--- config.mk ---
export PLATFORM = sky130hd
export DESIGN_NAME = bmp_pixel_stream_parser
export DESIGN_NICKNAME = d
export VERILOG_FILES = /design/src/bpsp_pkg.sv /design/src/bpsp_parse_core.sv /design/src/bpsp_out_buffer.sv /design/src/bmp_pixel_stream_parser.sv
export SDC_FILE = /design/constraint.sdc
export NUM_CORES = 1
export LEC_CHECK = 0
export BUFFER_PORTS_ARGS = -buffer_cell sky130_fd_sc_hd__buf_2
export CELL_PAD_IN_SITES_DETAIL_PLACEMENT = 2
export CELL_PAD_IN_SITES_GLOBAL_PLACEMENT = 2
export CORE_MARGIN = 1
export CORE_UTILIZATION = 42
export DETAILED_ROUTE_END_ITERATION = 6
export GPL_TIMING_DRIVEN = 0
export PLACE_DENSITY = 0.87
export SLEW_MARGIN = 10
export SYNTH_ARGS = -nofsm -noshare
export SYNTH_HDL_FRONTEND = slang
export SYNTH_HIERARCHICAL = 1
export SYNTH_SLANG_ARGS = --single-unit
--- constraint.sdc ---
create_clock -name clk_i -period 3.9 [get_ports clk_i]
set_input_delay 0.975 -clock clk_i [delete_from_list [all_inputs] [get_ports clk_i]]
set_output_delay 0.975 -clock clk_i [all_outputs]
set_load 0.1 [all_outputs]
--- src/bpsp_pkg.sv ---
package bpsp_pkg;

  // Default limit on image width and height.
  localparam int unsigned MAX_DIMENSION_DEF = 4096;

  // Widths of the result fields.
  localparam int unsigned PIX_W   = 12;
  localparam int unsigned COLOR_W = 8;

  // Header layout: byte positions at which a little-endian field is complete.
  localparam logic [31:0] POS_SIGNATURE   = 32'd1;
  localparam logic [31:0] POS_OFFSET      = 32'd13;
  localparam logic [31:0] POS_WIDTH       = 32'd21;
  localparam logic [31:0] POS_HEIGHT      = 32'd25;
  localparam logic [31:0] POS_DEPTH       = 32'd29;
  localparam logic [31:0] POS_HEADER_END  = 32'd53;
  localparam logic [31:0] POS_PIXEL_START = 32'd54;

  localparam logic [15:0] SIGNATURE = 16'h4D42;
  localparam logic [15:0] DEPTH_24  = 16'd24;
  localparam logic [15:0] DEPTH_32  = 16'd32;

  localparam logic [COLOR_W-1:0] COLOR_BLACK = 8'h00;
  localparam logic [COLOR_W-1:0] COLOR_WHITE = 8'hFF;

  typedef enum logic [2:0] {
    PH_HEADER  = 3'd0,
    PH_SKIP    = 3'd1,
    PH_PIXELS  = 3'd2,
    PH_PADDING = 3'd3,
    PH_DONE    = 3'd4,
    PH_HALT    = 3'd5
  } phase_e;

  typedef enum logic [1:0] {
    KIND_PIXEL = 2'd0,
    KIND_EMPTY = 2'd1,
    KIND_ERROR = 2'd2
  } kind_e;

  typedef enum logic [2:0] {
    ERR_SIGNATURE = 3'd0,
    ERR_DEPTH     = 3'd1,
    ERR_TOO_LARGE = 3'd2,
    ERR_OFFSET    = 3'd3,
    ERR_NOT_BW    = 3'd4
  } err_e;

  // One result as it travels from the parser to the output buffer.
  typedef struct packed {
    kind_e              kind;
    err_e               code;
    logic [PIX_W-1:0]   row;
    logic [PIX_W-1:0]   col;
    logic [COLOR_W-1:0] red;
    logic [COLOR_W-1:0] green;
    logic [COLOR_W-1:0] blue;
    logic [COLOR_W-1:0] alpha;
    logic               last;
  } result_t;

endpackage

--- src/bpsp_parse_core.sv ---
module bpsp_parse_core #(
  parameter int unsigned MAX_DIMENSION = bpsp_pkg::MAX_DIMENSION_DEF
) (
  input  logic                              clk_i,
  input  logic                              rst_ni,
  input  logic                              accept_i,
  input  logic [bpsp_pkg::COLOR_W-1:0]      data_byte_i,
  input  logic                              file_start_i,
  output logic                              push_o,
  output bpsp_pkg::result_t                 result_o
);

  localparam int unsigned DimW = $clog2(MAX_DIMENSION + 1);
  localparam int unsigned ExtW = (DimW > bpsp_pkg::PIX_W) ? DimW : bpsp_pkg::PIX_W;

  bpsp_pkg::phase_e phase_q, phase_d, phase_cur;
  logic [31:0] pos_q, pos_d, pos_cur;
  logic [31:0] shift_q, shift_d, shift_cur, shift_new;
  logic [31:0] offset_q, offset_d;
  logic [DimW-1:0] width_q, width_d, height_q, height_d;
  logic [DimW-1:0] row_q, row_d, col_q, col_d;
  logic [DimW-1:0] row_next, col_next, row_top, dim_value;
  logic alpha_q, alpha_d;
  logic [1:0] bip_q, bip_d, pad_q, pad_d, pad_dec, last_bip;
  logic [bpsp_pkg::COLOR_W-1:0] blue_q, blue_d, green_q, green_d, red_q, red_d;
  logic [bpsp_pkg::COLOR_W-1:0] red_now, alpha_now;
  logic [ExtW-1:0] row_ext, col_ext, width_ext;
  logic dim_empty, dim_big, is_bw, do_pixel;

  // A start mark restarts the header walk with this byte as byte zero.
  assign phase_cur = file_start_i ? bpsp_pkg::PH_HEADER : phase_q;
  assign pos_cur   = file_start_i ? 32'd0 : pos_q;
  assign shift_cur = file_start_i ? 32'd0 : shift_q;
  assign shift_new = {data_byte_i, shift_cur[31:8]};

  // Dimension decode: zero or negative is empty, above the limit is an error.
  assign dim_empty = (shift_new == 32'd0) || shift_new[31];
  assign dim_big   = !dim_empty && (shift_new > 32'(MAX_DIMENSION));
  assign dim_value = dim_empty ? '0 : shift_new[DimW-1:0];

  // Row and column arithmetic.
  assign row_next  = row_q + 1'b1;
  assign col_next  = col_q + 1'b1;
  assign row_top   = height_q - row_next;
  assign row_ext   = ExtW'(row_top);
  assign col_ext   = ExtW'(col_q);
  assign width_ext = ExtW'(width_q);

  // Pixel assembly and the black-or-white check.
  assign last_bip  = alpha_q ? 2'd3 : 2'd2;
  assign red_now   = (bip_q == 2'd2) ? data_byte_i : red_q;
  assign alpha_now = (bip_q == 2'd3) ? data_byte_i : bpsp_pkg::COLOR_BLACK;
  assign is_bw = ((red_now == bpsp_pkg::COLOR_BLACK) && (green_q == bpsp_pkg::COLOR_BLACK) &&
                  (blue_q == bpsp_pkg::COLOR_BLACK)) ||
                 ((red_now == bpsp_pkg::COLOR_WHITE) && (green_q == bpsp_pkg::COLOR_WHITE) &&
                  (blue_q == bpsp_pkg::COLOR_WHITE));
  assign pad_dec = (pad_q != 2'd0) ? pad_q - 2'd1 : pad_q;

  // Next state and result for one accepted byte.
  always_comb begin
    phase_d  = phase_q;
    pos_d    = pos_q;
    shift_d  = shift_q;
    offset_d = offset_q;
    width_d  = width_q;
    height_d = height_q;
    alpha_d  = alpha_q;
    row_d    = row_q;
    col_d    = col_q;
    bip_d    = bip_q;
    pad_d    = pad_q;
    blue_d   = blue_q;
    green_d  = green_q;
    red_d    = red_q;
    do_pixel = 1'b0;
    push_o   = 1'b0;
    result_o.kind  = bpsp_pkg::KIND_PIXEL;
    result_o.code  = bpsp_pkg::ERR_SIGNATURE;
    result_o.row   = '0;
    result_o.col   = '0;
    result_o.red   = '0;
    result_o.green = '0;
    result_o.blue  = '0;
    result_o.alpha = '0;
    result_o.last  = 1'b0;

    if (accept_i) begin
      phase_d = phase_cur;
      pos_d   = pos_cur;
      shift_d = shift_cur;
      case (phase_cur)
        bpsp_pkg::PH_HEADER: begin
          shift_d = shift_new;
          pos_d   = pos_cur + 32'd1;
          row_d   = '0;
          col_d   = '0;
          bip_d   = '0;
          if (pos_cur == bpsp_pkg::POS_SIGNATURE) begin
            if (shift_new[31:16] != bpsp_pkg::SIGNATURE) begin
              push_o        = 1'b1;
              result_o.kind = bpsp_pkg::KIND_ERROR;
              result_o.code = bpsp_pkg::ERR_SIGNATURE;
              phase_d       = bpsp_pkg::PH_HALT;
            end
          end else if (pos_cur == bpsp_pkg::POS_OFFSET) begin
            offset_d = shift_new;
          end else if (pos_cur == bpsp_pkg::POS_WIDTH) begin
            if (dim_big) begin
              push_o        = 1'b1;
              result_o.kind = bpsp_pkg::KIND_ERROR;
              result_o.code = bpsp_pkg::ERR_TOO_LARGE;
              phase_d       = bpsp_pkg::PH_HALT;
            end else begin
              width_d = dim_value;
            end
          end else if (pos_cur == bpsp_pkg::POS_HEIGHT) begin
            if (dim_big) begin
              push_o        = 1'b1;
              result_o.kind = bpsp_pkg::KIND_ERROR;
              result_o.code = bpsp_pkg::ERR_TOO_LARGE;
              phase_d       = bpsp_pkg::PH_HALT;
            end else begin
              height_d = dim_value;
            end
          end else if (pos_cur == bpsp_pkg::POS_DEPTH) begin
            if (shift_new[31:16] == bpsp_pkg::DEPTH_24) begin
              alpha_d = 1'b0;
            end else if (shift_new[31:16] == bpsp_pkg::DEPTH_32) begin
              alpha_d = 1'b1;
            end else begin
              push_o        = 1'b1;
              result_o.kind = bpsp_pkg::KIND_ERROR;
              result_o.code = bpsp_pkg::ERR_DEPTH;
              phase_d       = bpsp_pkg::PH_HALT;
            end
          end else if (pos_cur == bpsp_pkg::POS_HEADER_END) begin
            if ((width_q == '0) || (height_q == '0)) begin
              push_o        = 1'b1;
              result_o.kind = bpsp_pkg::KIND_EMPTY;
              phase_d       = bpsp_pkg::PH_DONE;
            end else if (offset_q < bpsp_pkg::POS_PIXEL_START) begin
              push_o        = 1'b1;
              result_o.kind = bpsp_pkg::KIND_ERROR;
              result_o.code = bpsp_pkg::ERR_OFFSET;
              phase_d       = bpsp_pkg::PH_HALT;
            end else if (offset_q == bpsp_pkg::POS_PIXEL_START) begin
              phase_d = bpsp_pkg::PH_PIXELS;
            end else begin
              phase_d = bpsp_pkg::PH_SKIP;
            end
          end
        end
        bpsp_pkg::PH_SKIP: begin
          if (pos_cur != offset_q) begin
            pos_d = pos_cur + 32'd1;
          end else begin
            do_pixel = 1'b1;
          end
        end
        bpsp_pkg::PH_PIXELS: begin
          do_pixel = 1'b1;
        end
        bpsp_pkg::PH_PADDING: begin
          pad_d = pad_dec;
          if (pad_dec == 2'd0) begin
            col_d   = '0;
            row_d   = row_next;
            phase_d = (row_next >= height_q) ? bpsp_pkg::PH_DONE : bpsp_pkg::PH_PIXELS;
          end
        end
        default: begin
        end
      endcase

      // Pixel bytes arrive blue, green, red and, for 32-bit images, alpha.
      if (do_pixel) begin
        phase_d = bpsp_pkg::PH_PIXELS;
        case (bip_q)
          2'd0:    blue_d  = data_byte_i;
          2'd1:    green_d = data_byte_i;
          2'd2:    red_d   = data_byte_i;
          default: begin
          end
        endcase
        if (bip_q != last_bip) begin
          bip_d = bip_q + 2'd1;
        end else begin
          bip_d  = 2'd0;
          push_o = 1'b1;
          if (!is_bw) begin
            result_o.kind = bpsp_pkg::KIND_ERROR;
            result_o.code = bpsp_pkg::ERR_NOT_BW;
            phase_d       = bpsp_pkg::PH_HALT;
          end else begin
            result_o.row   = row_ext[bpsp_pkg::PIX_W-1:0];
            result_o.col   = col_ext[bpsp_pkg::PIX_W-1:0];
            result_o.red   = red_now;
            result_o.green = green_q;
            result_o.blue  = blue_q;
            result_o.alpha = alpha_now;
            result_o.last  = (row_next == height_q) && (col_next == width_q);
            col_d          = col_next;
            // End of a row: take the padding if any, else move up a row.
            if (col_next >= width_q) begin
              if (!alpha_q && (width_ext[1:0] != 2'd0)) begin
                pad_d   = width_ext[1:0];
                phase_d = bpsp_pkg::PH_PADDING;
              end else begin
                col_d   = '0;
                row_d   = row_next;
                phase_d = (row_next >= height_q) ? bpsp_pkg::PH_DONE : bpsp_pkg::PH_PIXELS;
              end
            end
          end
        end
      end
    end
  end

  // Parse state registers.
  always_ff @(posedge clk_i or negedge rst_ni) begin
    if (!rst_ni) begin
      phase_q  <= bpsp_pkg::PH_HEADER;
      pos_q    <= '0;
      shift_q  <= '0;
      offset_q <= '0;
      width_q  <= '0;
      height_q <= '0;
      alpha_q  <= 1'b0;
      row_q    <= '0;
      col_q    <= '0;
      bip_q    <= '0;
      pad_q    <= '0;
    end else begin
      phase_q  <= phase_d;
      pos_q    <= pos_d;
      shift_q  <= shift_d;
      offset_q <= offset_d;
      width_q  <= width_d;
      height_q <= height_d;
      alpha_q  <= alpha_d;
      row_q    <= row_d;
      col_q    <= col_d;
      bip_q    <= bip_d;
      pad_q    <= pad_d;
    end
  end

  // Saved color bytes; always written before they are read.
  always_ff @(posedge clk_i) begin
    blue_q  <= blue_d;
    green_q <= green_d;
    red_q   <= red_d;
  end

endmodule

--- src/bpsp_out_buffer.sv ---
module bpsp_out_buffer (
  input  logic              clk_i,
  input  logic              rst_ni,
  input  logic              push_i,
  input  bpsp_pkg::result_t push_data_i,
  output logic              space_o,
  output logic              out_valid_o,
  input  logic              out_ready_i,
  output bpsp_pkg::result_t out_data_o
);

  logic              main_valid_q, main_valid_d, skid_valid_q, skid_valid_d;
  bpsp_pkg::result_t main_q, main_d, skid_q, skid_d;
  logic              main_free;

  // The main register can take new data when empty or being drained.
  assign main_free   = !main_valid_q || out_ready_i;
  assign space_o     = !skid_valid_q;
  assign out_valid_o = main_valid_q;
  assign out_data_o  = main_q;

  // Refill order: skid entry first, then the new result.
  always_comb begin
    main_valid_d = main_valid_q;
    main_d       = main_q;
    skid_valid_d = skid_valid_q;
    skid_d       = skid_q;
    if (main_free) begin
      if (skid_valid_q) begin
        main_valid_d = 1'b1;
        main_d       = skid_q;
        skid_valid_d = push_i;
        skid_d       = push_data_i;
      end else begin
        main_valid_d = push_i;
        main_d       = push_data_i;
      end
    end else if (push_i) begin
      skid_valid_d = 1'b1;
      skid_d       = push_data_i;
    end
  end

  always_ff @(posedge clk_i or negedge rst_ni) begin
    if (!rst_ni) begin
      main_valid_q <= 1'b0;
      skid_valid_q <= 1'b0;
    end else begin
      main_valid_q <= main_valid_d;
      skid_valid_q <= skid_valid_d;
    end
  end

  always_ff @(posedge clk_i) begin
    main_q <= main_d;
    skid_q <= skid_d;
  end

endmodule

--- src/bmp_pixel_stream_parser.sv ---
// Streaming parser for 24- and 32-bit BMP files that takes one file byte per
// cycle and returns at most one result per byte: a pixel with its top-down row
// and column, an empty-image marker, or an error that stops the parse until the
// next byte flagged with file_start_i. Each byte updates the header, skip and
// row counters in the same cycle it is accepted, so a new byte can be taken on
// every clock while in_ready_o is high. Results leave through a two-entry output
// buffer; in_ready_o drops only while both entries hold results that have
// not been taken. A result appears on the outputs the cycle after the byte that
// completes it, unless older results are still waiting in the buffer.
module bmp_pixel_stream_parser #(
  parameter int unsigned MAX_DIMENSION = bpsp_pkg::MAX_DIMENSION_DEF
) (
  input  logic                                clk_i,
  input  logic                                rst_ni,
  input  logic                                in_valid_i,
  output logic                                in_ready_o,
  input  logic [7:0]                          data_byte_i,
  input  logic                                file_start_i,
  output logic                                out_valid_o,
  input  logic                                out_ready_i,
  output logic [1:0]                          result_kind_o,
  output logic [2:0]                          error_code_o,
  output logic [bpsp_pkg::PIX_W-1:0]          pixel_row_o,
  output logic [bpsp_pkg::PIX_W-1:0]          pixel_column_o,
  output logic [bpsp_pkg::COLOR_W-1:0]        red_value_o,
  output logic [bpsp_pkg::COLOR_W-1:0]        green_value_o,
  output logic [bpsp_pkg::COLOR_W-1:0]        blue_value_o,
  output logic [bpsp_pkg::COLOR_W-1:0]        alpha_value_o,
  output logic                                last_pixel_o
);

  logic              accept, push;
  bpsp_pkg::result_t result, out_data;

  // A byte transaction completes when valid meets a free buffer slot.
  assign accept = in_valid_i && in_ready_o;

  bpsp_parse_core #(
    .MAX_DIMENSION(MAX_DIMENSION)
  ) u_parse_core (
    .clk_i        (clk_i),
    .rst_ni       (rst_ni),
    .accept_i     (accept),
    .data_byte_i  (data_byte_i),
    .file_start_i (file_start_i),
    .push_o       (push),
    .result_o     (result)
  );

  bpsp_out_buffer u_out_buffer (
    .clk_i       (clk_i),
    .rst_ni      (rst_ni),
    .push_i      (push),
    .push_data_i (result),
    .space_o     (in_ready_o),
    .out_valid_o (out_valid_o),
    .out_ready_i (out_ready_i),
    .out_data_o  (out_data)
  );

  // Unpack the result onto the output ports.
  assign result_kind_o  = out_data.kind;
  assign error_code_o   = out_data.code;
  assign pixel_row_o    = out_data.row;
  assign pixel_column_o = out_data.col;
  assign red_value_o    = out_data.red;
  assign green_value_o  = out_data.green;
  assign blue_value_o   = out_data.blue;
  assign alpha_value_o  = out_data.alpha;
  assign last_pixel_o   = out_data.last;

endmodule

Yosys cells after proc, flatten, opt, wreduce, memory -nomap -nowiden
Index checks and enable logic that the tools add are counted.
- register bits: 298
- input bits: 13
- logic and storage cells: 215
- add/sub/neg operators: 6
- magnitude comparators: 4
- eq/ne operators: 24
- muxes and demuxes: 103
- bitwise operators: 5
- reductions and logical operators: 39
- operator list (kind ; count):
    62-bit 2-to-1 mux ; 7
    13-bit 2-to-1 mux ; 13
    32-bit 2-to-1 mux ; 4
    32-bit by 5-bit == test with 1-bit output (second input constant) ; 3
    5-bit 2-to-1 mux ; 13
    32-bit by 6-bit == test with 1-bit output (second input constant) ; 2
    32-bit case mux with 2 select lines ; 1
    3-bit 2-to-1 mux ; 21
    57-bit 2-to-1 mux ; 1
    13-bit case mux with 2 select lines ; 2
    32-bit by 1-bit adder with 32-bit output (second input constant) ; 1
    32-bit by 1-bit == test with 1-bit output (second input constant) ; 1
    32-bit by 4-bit == test with 1-bit output (second input constant) ; 1
    32-bit by 13-bit greater-than comparator with 1-bit output (second input constant) ; 1
    32-bit logical NOT ; 1
    32-bit by 6-bit < comparator with 1-bit output (second input constant) ; 1
    32-bit inequality test ; 1
    13-bit by 1-bit adder with 13-bit output (second input constant) ; 2
    13-bit == test ; 2
    13-bit greater-or-equal comparator ; 2
    13-bit logical NOT ; 2
    1-bit 2-to-1 mux ; 25
    8-bit == test (second input constant) ; 3
    8-bit logical NOT ; 3
    29 further kinds ; 68

Depth between registers and ports, before layout
- depth after elaboration: 17
- depth in mapped cells: 18
- depth with buffers taken out: 16

Cells and area by module
Netlist, hierarchy kept.
- modules (own cells, without submodules) (module ; instances ; cells an instance ; area each (um2)):
    bpsp_parse_core ; 1 ; 1263 ; 11106.9
    bpsp_out_buffer ; 1 ; 201 ; 4719.5
    bmp_pixel_stream_parser ; 1 ; 1 ; 6.3

Worst setup path after synthesis
No wires, ideal clock.
- path type: in2reg
- from: input port file_start_i
- to: register u_out_buffer/skid_q[0] in the netlist's numbering (enable)
- setup time: 0.393 ns
- data arrival time: 4.346 ns
- slack: -0.839 ns
- cell stages on the path: 15
- cells stage by stage: buf_2 clkbuf_1 buf_2 buf_2 buf_1 nor2b_1 ha_1 nand4b_1 or4_4 nor3_1 a211oi_1 nor3_1 a211oi_1 nor2_1 mux2_2
- longest elaborated chain between the ends: 16
- elaborated cells between the ends (all ways): 40
- those cells by class: order compare (1); eq/ne (12); mux (20); reduce/logical (7)
- RTL lines (what ; RTL line ; text):
    start: declaration ; bmp_pixel_stream_parser.sv:18 ; input logic file_start_i,
    branches (longest 12 deep; another with 32-bit by 13-bit greater-than comparator with 1-bit output) ; n/a ;
    1-bit 2-to-1 mux (*) ; bpsp_parse_core.sv:176 ; if (do_pixel) begin
    1-bit 2-to-1 mux (*) ; bpsp_parse_core.sv:87 ; if (accept_i) begin
    net push ; bmp_pixel_stream_parser.sv:32 ; logic accept, push;
    2-bit nonzero test (no source line) (*) ; n/a ;
    2-bit AND reduction (no source line) (*) ; n/a ;
    end signal: assignment ; bpsp_out_buffer.sv:56 ; skid_q <= skid_d;
    end: declaration ; bpsp_out_buffer.sv:13 ; bpsp_pkg::result_t main_q, main_d, skid_q, skid_d;
Mark *: on every way through the listed nets, which the timed path passes. The select of a mux whose other input is x is not followed.
A chain may end at the register's enable or synchronous reset.

Final worst setup path
- from: register u_parse_core.pos_q[14]
- to: register u_out_buffer/skid_q[38] in the netlist's numbering (enable)
- longest elaborated chain between the ends: 14
- elaborated cells between the ends (all ways): 23
- those cells by class: eq/ne (7); mux (14); reduce/logical (2)
- RTL lines (what ; RTL line ; text):
    start: declaration ; bpsp_parse_core.sv:17 ; logic [31:0] pos_q, pos_d, pos_cur;
    start signal: assignment ; bpsp_parse_core.sv:236 ; pos_q <= pos_d;
    32-bit 2-to-1 mux (*) ; bpsp_parse_core.sv:32 ; assign pos_cur = file_start_i ? 32'd0 : pos_q;
    32-bit by 6-bit == test with 1-bit output ; bpsp_parse_core.sv:136 ; end else if (pos_cur == bpsp_pkg::POS_HEADER_END) begin
    1-bit 2-to-1 mux ; bpsp_parse_core.sv:136 ;
    1-bit 2-to-1 mux ; bpsp_parse_core.sv:125 ; end else if (pos_cur == bpsp_pkg::POS_DEPTH) begin
    1-bit 2-to-1 mux ; bpsp_parse_core.sv:116 ; end else if (pos_cur == bpsp_pkg::POS_HEIGHT) begin
    1-bit 2-to-1 mux ; bpsp_parse_core.sv:107 ; end else if (pos_cur == bpsp_pkg::POS_WIDTH) begin
    1-bit 2-to-1 mux ; bpsp_parse_core.sv:105 ; end else if (pos_cur == bpsp_pkg::POS_OFFSET) begin
    1-bit 2-to-1 mux ; bpsp_parse_core.sv:98 ; if (pos_cur == bpsp_pkg::POS_SIGNATURE) begin
    1-bit 2-to-1 mux ; bpsp_parse_core.sv:91 ; case (phase_cur)
    1-bit 2-to-1 mux ; bpsp_parse_core.sv:185 ; if (bip_q != last_bip) begin
    1-bit 2-to-1 mux (*) ; bpsp_parse_core.sv:176 ;
    1-bit 2-to-1 mux (*) ; bpsp_parse_core.sv:87 ;
    net push ; bmp_pixel_stream_parser.sv:32 ;
    2-bit nonzero test (no source line) (*) ; n/a ;
    2-bit AND reduction (no source line) (*) ; n/a ;
Mark *: on every way through the listed nets, which the timed path passes. The rest lies on a longest branch. The select of a mux whose other input is x is not followed.

==> flow_summary.json <==
{
  "fin_ws_ns": -0.569,
  "async_flop_share": 0.503,
  "rows": 70,
  "critical_path_class": "register to register",
  "violations": "capacitance limit, slew limit, setup timing",
  "vias": 15700,
  "ys_warn_count": 6,
  "power_density_mw_per_mm2": 531,
  "grt_usage": 0.400,
  "areaGrowthSynthToFinish_pct": 19.7,
  "synth-seq-cells": 298,
  "synth_top_area_frac": 0.281,
  "core_area_mm2": 0.0369,
  "drt-wirelength-per-cell_um": 42.3,
  "clk_latency_ns": 0.58,
  "place_inst": 2046,
  "dr.pass1.iters": 6,
  "cts_buffers": 35,
  "cp_max_fo": 16,
  "syn_nets": 1524,
  "seq_area_frac_synth": 0.518,
  "end_kind": "register",
  "drive_gt1_frac": 0.241,
  "min_path_type": "primary input to asynchronous set/reset pin",
  "ys_types": 87,
  "nFillCells": 3613,
  "tns_ns": -75.85,
  "clk_transition_reported_paths_ns": 0.08,
  "first_global_vias": 16000,
  "synth-edff-count": 148,
  "synth_area_mm2": 0.0158,
  "postSynthAreaPerCell_um2": 10.8,
  "finalHoldViolations": 0,
  "drc": 0,
  "dieWidth_um": 196,
  "dr.first_iter.drc_count": 2378,
  "pin_count": 77,
  "h-tree-depth": 2,
  "period_minus_slack_ns": 4.47,
  "slew_headroom": -0.0605,
  "tightest_slew_ns": 1.58,
  "grt_start_max_net_pins": 100,
  "cp.arrival_ns": 4.74,
  "clockBufferDepth": 3,
  "final-max-slew-violation-count": 9,
  "p_total_mw": 10.1,
  "fmax_ghz": 0.224,
  "die_h_um": 196,
  "ir_drop_mv": 0.218,
  "final_util": 0.514,
  "fin_skew_ns": 0.0479,
  "cp.required_ns": 4.18,
  "stdcell_count": 2135,
  "io_buffers": 75,
  "gp_congestion": 0.914,
  "die-area_mm2": 0.0385,
  "antenna_found_initial": 11,
  "final_area_mm2": 0.0190,
  "yosysTopAreaCell": "edfxtp_1",
  "worst_r2r_startpoint": "u_parse_core/pos_q[14]",
  "grt_pass1_wl_mm": 113,
  "synthTopCellsByArea": "edfxtp_1 28%, dfrtp_1 24%, nand2_1 3.7%, ha_1 3.6%, mux2_4 3.5%",
  "start_util": 0.429,
  "synthFlopType": "dfrtp_1",
  "cts_root_buf": "clkbuf_16",
  "final_nets": 1661,
  "cap_violations": 2,
  "place_area_mm2": 0.0170,
  "overflow": 0,
  "p_leak_nw": 7.83,
  "finalCritPeriodShare": 1.15,
  "syn_inst": 1465,
  "hpwl_mm": 41.4,
  "run_status": "complete, but fails checks",
  "routed_wl_mm": 90.4,
  "critPathLaunchType": "register",
  "cts_tree": "built",
  "ant_nets": 0,
  "routed_via_density": 7.36,
  "cts_sinks": 298,
  "crit_start": "u_parse_core/pos_q[14]",
  "setup_viol_count_final": 264
}
report_power, final:
part	switching (mW)	internal [mW]	leakage, nW	total [mW]
Sequential	0.364	3.56	3.40	3.92
Combinational	2.00	0.532	3.86	2.53
Clock	1.66	1.97	0.564	3.63
Total	4.02	6.05	7.83	10.1
repair_timing:
action / 4_1_cts / 5_1_grt
resized for setup: 45 / 83
gates cloned: 5 / 2
pin swaps: 5 / 19
hold buffers: 0 / 0
endpoints found under the setup margin: 133 / 206
buffers inserted: 11 / 13
worst paths after layout:
path	end	slack, ns	cells after the start
worst min-delay path	u_parse_core/offset_q[29]	0.34	1
worst max register to register	u_out_buffer/skid_q[38]	-0.57	10
max in group asynchronous	u_parse_core/row_q[4]	2.63	2
worst min register to register	u_out_buffer/out_data_o[50]	0.56	1
min in group clk_i	u_out_buffer/out_data_o[50]	0.56	1
worst max-delay path	u_out_buffer/skid_q[38]	-0.57	10
stage by stage:
step | worst slack [ns] | hold WS (ns)
finish | -0.569 | 0.337
global route | -0.625 | 0.361
CTS | -0.0769 | 0.355
detailed placement | -1.10 | 0.522
global placement | -0.888 | 0.472
floorplan | -0.125 | 0.457
per-layer routing:
metal	global-route usage	routed length (um)	part of all wire	vias up
met2	0.658	39200	0.43	1592
met5	0	59	0.00065	-
met1	0.457	30600	0.34	7805
met3	0.105	11600	0.13	680
met4	0.273	8820	0.098	10
li1	-	-	-	5625
cells in the final DEF (no fill, tap or decap), types with 11 or more instances in the layout:
cell type	n
nand2_1	155
edfxtp_1	148
dfrtp_1	143
buf_2	97
nor2_1	76
inv_1	70
nand3_1	52
and2_1	43
mux2_2	43
o21ai_0	43
mux2_4	41
ha_1	38
clkbuf_1	37
clkbuf_16	36
xnor2_1	31
nand4_1	31
nor4_1	26
a21oi_1	24
buf_4	23
xor2_1	23
and3_1	22
nor3_1	22
o22ai_1	22
nand2b_1	18
a31oi_1	17
a22oi_1	17
o31ai_1	17
nor2b_1	16
o21ai_1	16
o2bb2ai_1	13
buf_6	12
and4_1	11
state kept, by name, indices dropped and copies added, names as in the netlist, 2 cells and up:
signal and flops:
u_out_buffer/out_data_o 62, u_out_buffer/skid_q 62, u_parse_core/bip_q 2, u_parse_core/blue_q 8
u_parse_core/col_ext 13, u_parse_core/green_q 8, u_parse_core/height_q 13, u_parse_core/offset_q 32
u_parse_core/pad_q 2, u_parse_core/phase_q 3, u_parse_core/pos_q 32, u_parse_core/red_q 8
u_parse_core/row_q 13, u_parse_core/shift_q 24, u_parse_core/width_ext 13
layout make-up:
type	instances	area, um^2	share of cell area
Sequential cell	298	8210	0.433
Multi-Input combinational cell	1015	7590	0.400
Clock buffer	50	1010	0.0535
Timing Repair Buffer	103	654	0.0345
Tap cell	504	631	0.0333
Buffer	75	439	0.0232
Inverter	74	282	0.0148
Clock inverter	13	135	0.00713
Antenna cell	3	7.51	0.000396
worst max-delay path, stage by stage (launching register included):
cell      delay (ns)
dfrtp_1         0.54
nor4_2          0.56
nand3_1         0.39
nor3_2          0.78
and3_1          0.43
a41o_1          0.33
nor2_1          0.12
a211oi_2        0.31
nor2_4          0.08
buf_4           0.21
mux2_8          0.40
cells in the mapped netlist (6+ instances only):
cell	number
a211oi_1	8
a21o_1	9
xnor2_1	33
and2_1	43
and4_1	11
buf_6	8
mux2_2	43
buf_2	26
o2bb2ai_1	16
xor2_1	29
clkbuf_1	41
o21ai_1	16
and3_1	26
edfxtp_1	148
nor3_1	26
a21oi_1	27
inv_1	73
nand3_1	56
nor4_1	33
ha_1	45
mux2_4	37
nor2b_1	18
or4_1	8
nand2b_1	18
o21ai_0	45
dfrtp_1	150
o22ai_1	22
nand2_1	155
nand4_1	31
nor2_1	86
a31oi_1	20
a22o_1	6
o31ai_1	18
mux2i_1	10
a2bb2oi_1	7
a22oi_1	17
logic make-up (layout without fill, tap and decap cells):
logic type,count (synthesis),count (layout),share of synthesized area
compound gates,257,257,0.112
xor+xnor,62,62,0.0343
fa+ha+maj,47,47,0.0375
buf+inv,157,315,0.0436
flops,298,298,0.518
mux,90,95,0.0720
other cells,0,3,0
simple gates,554,554,0.183
Note: power is estimated with default switching activity, not from simulation.
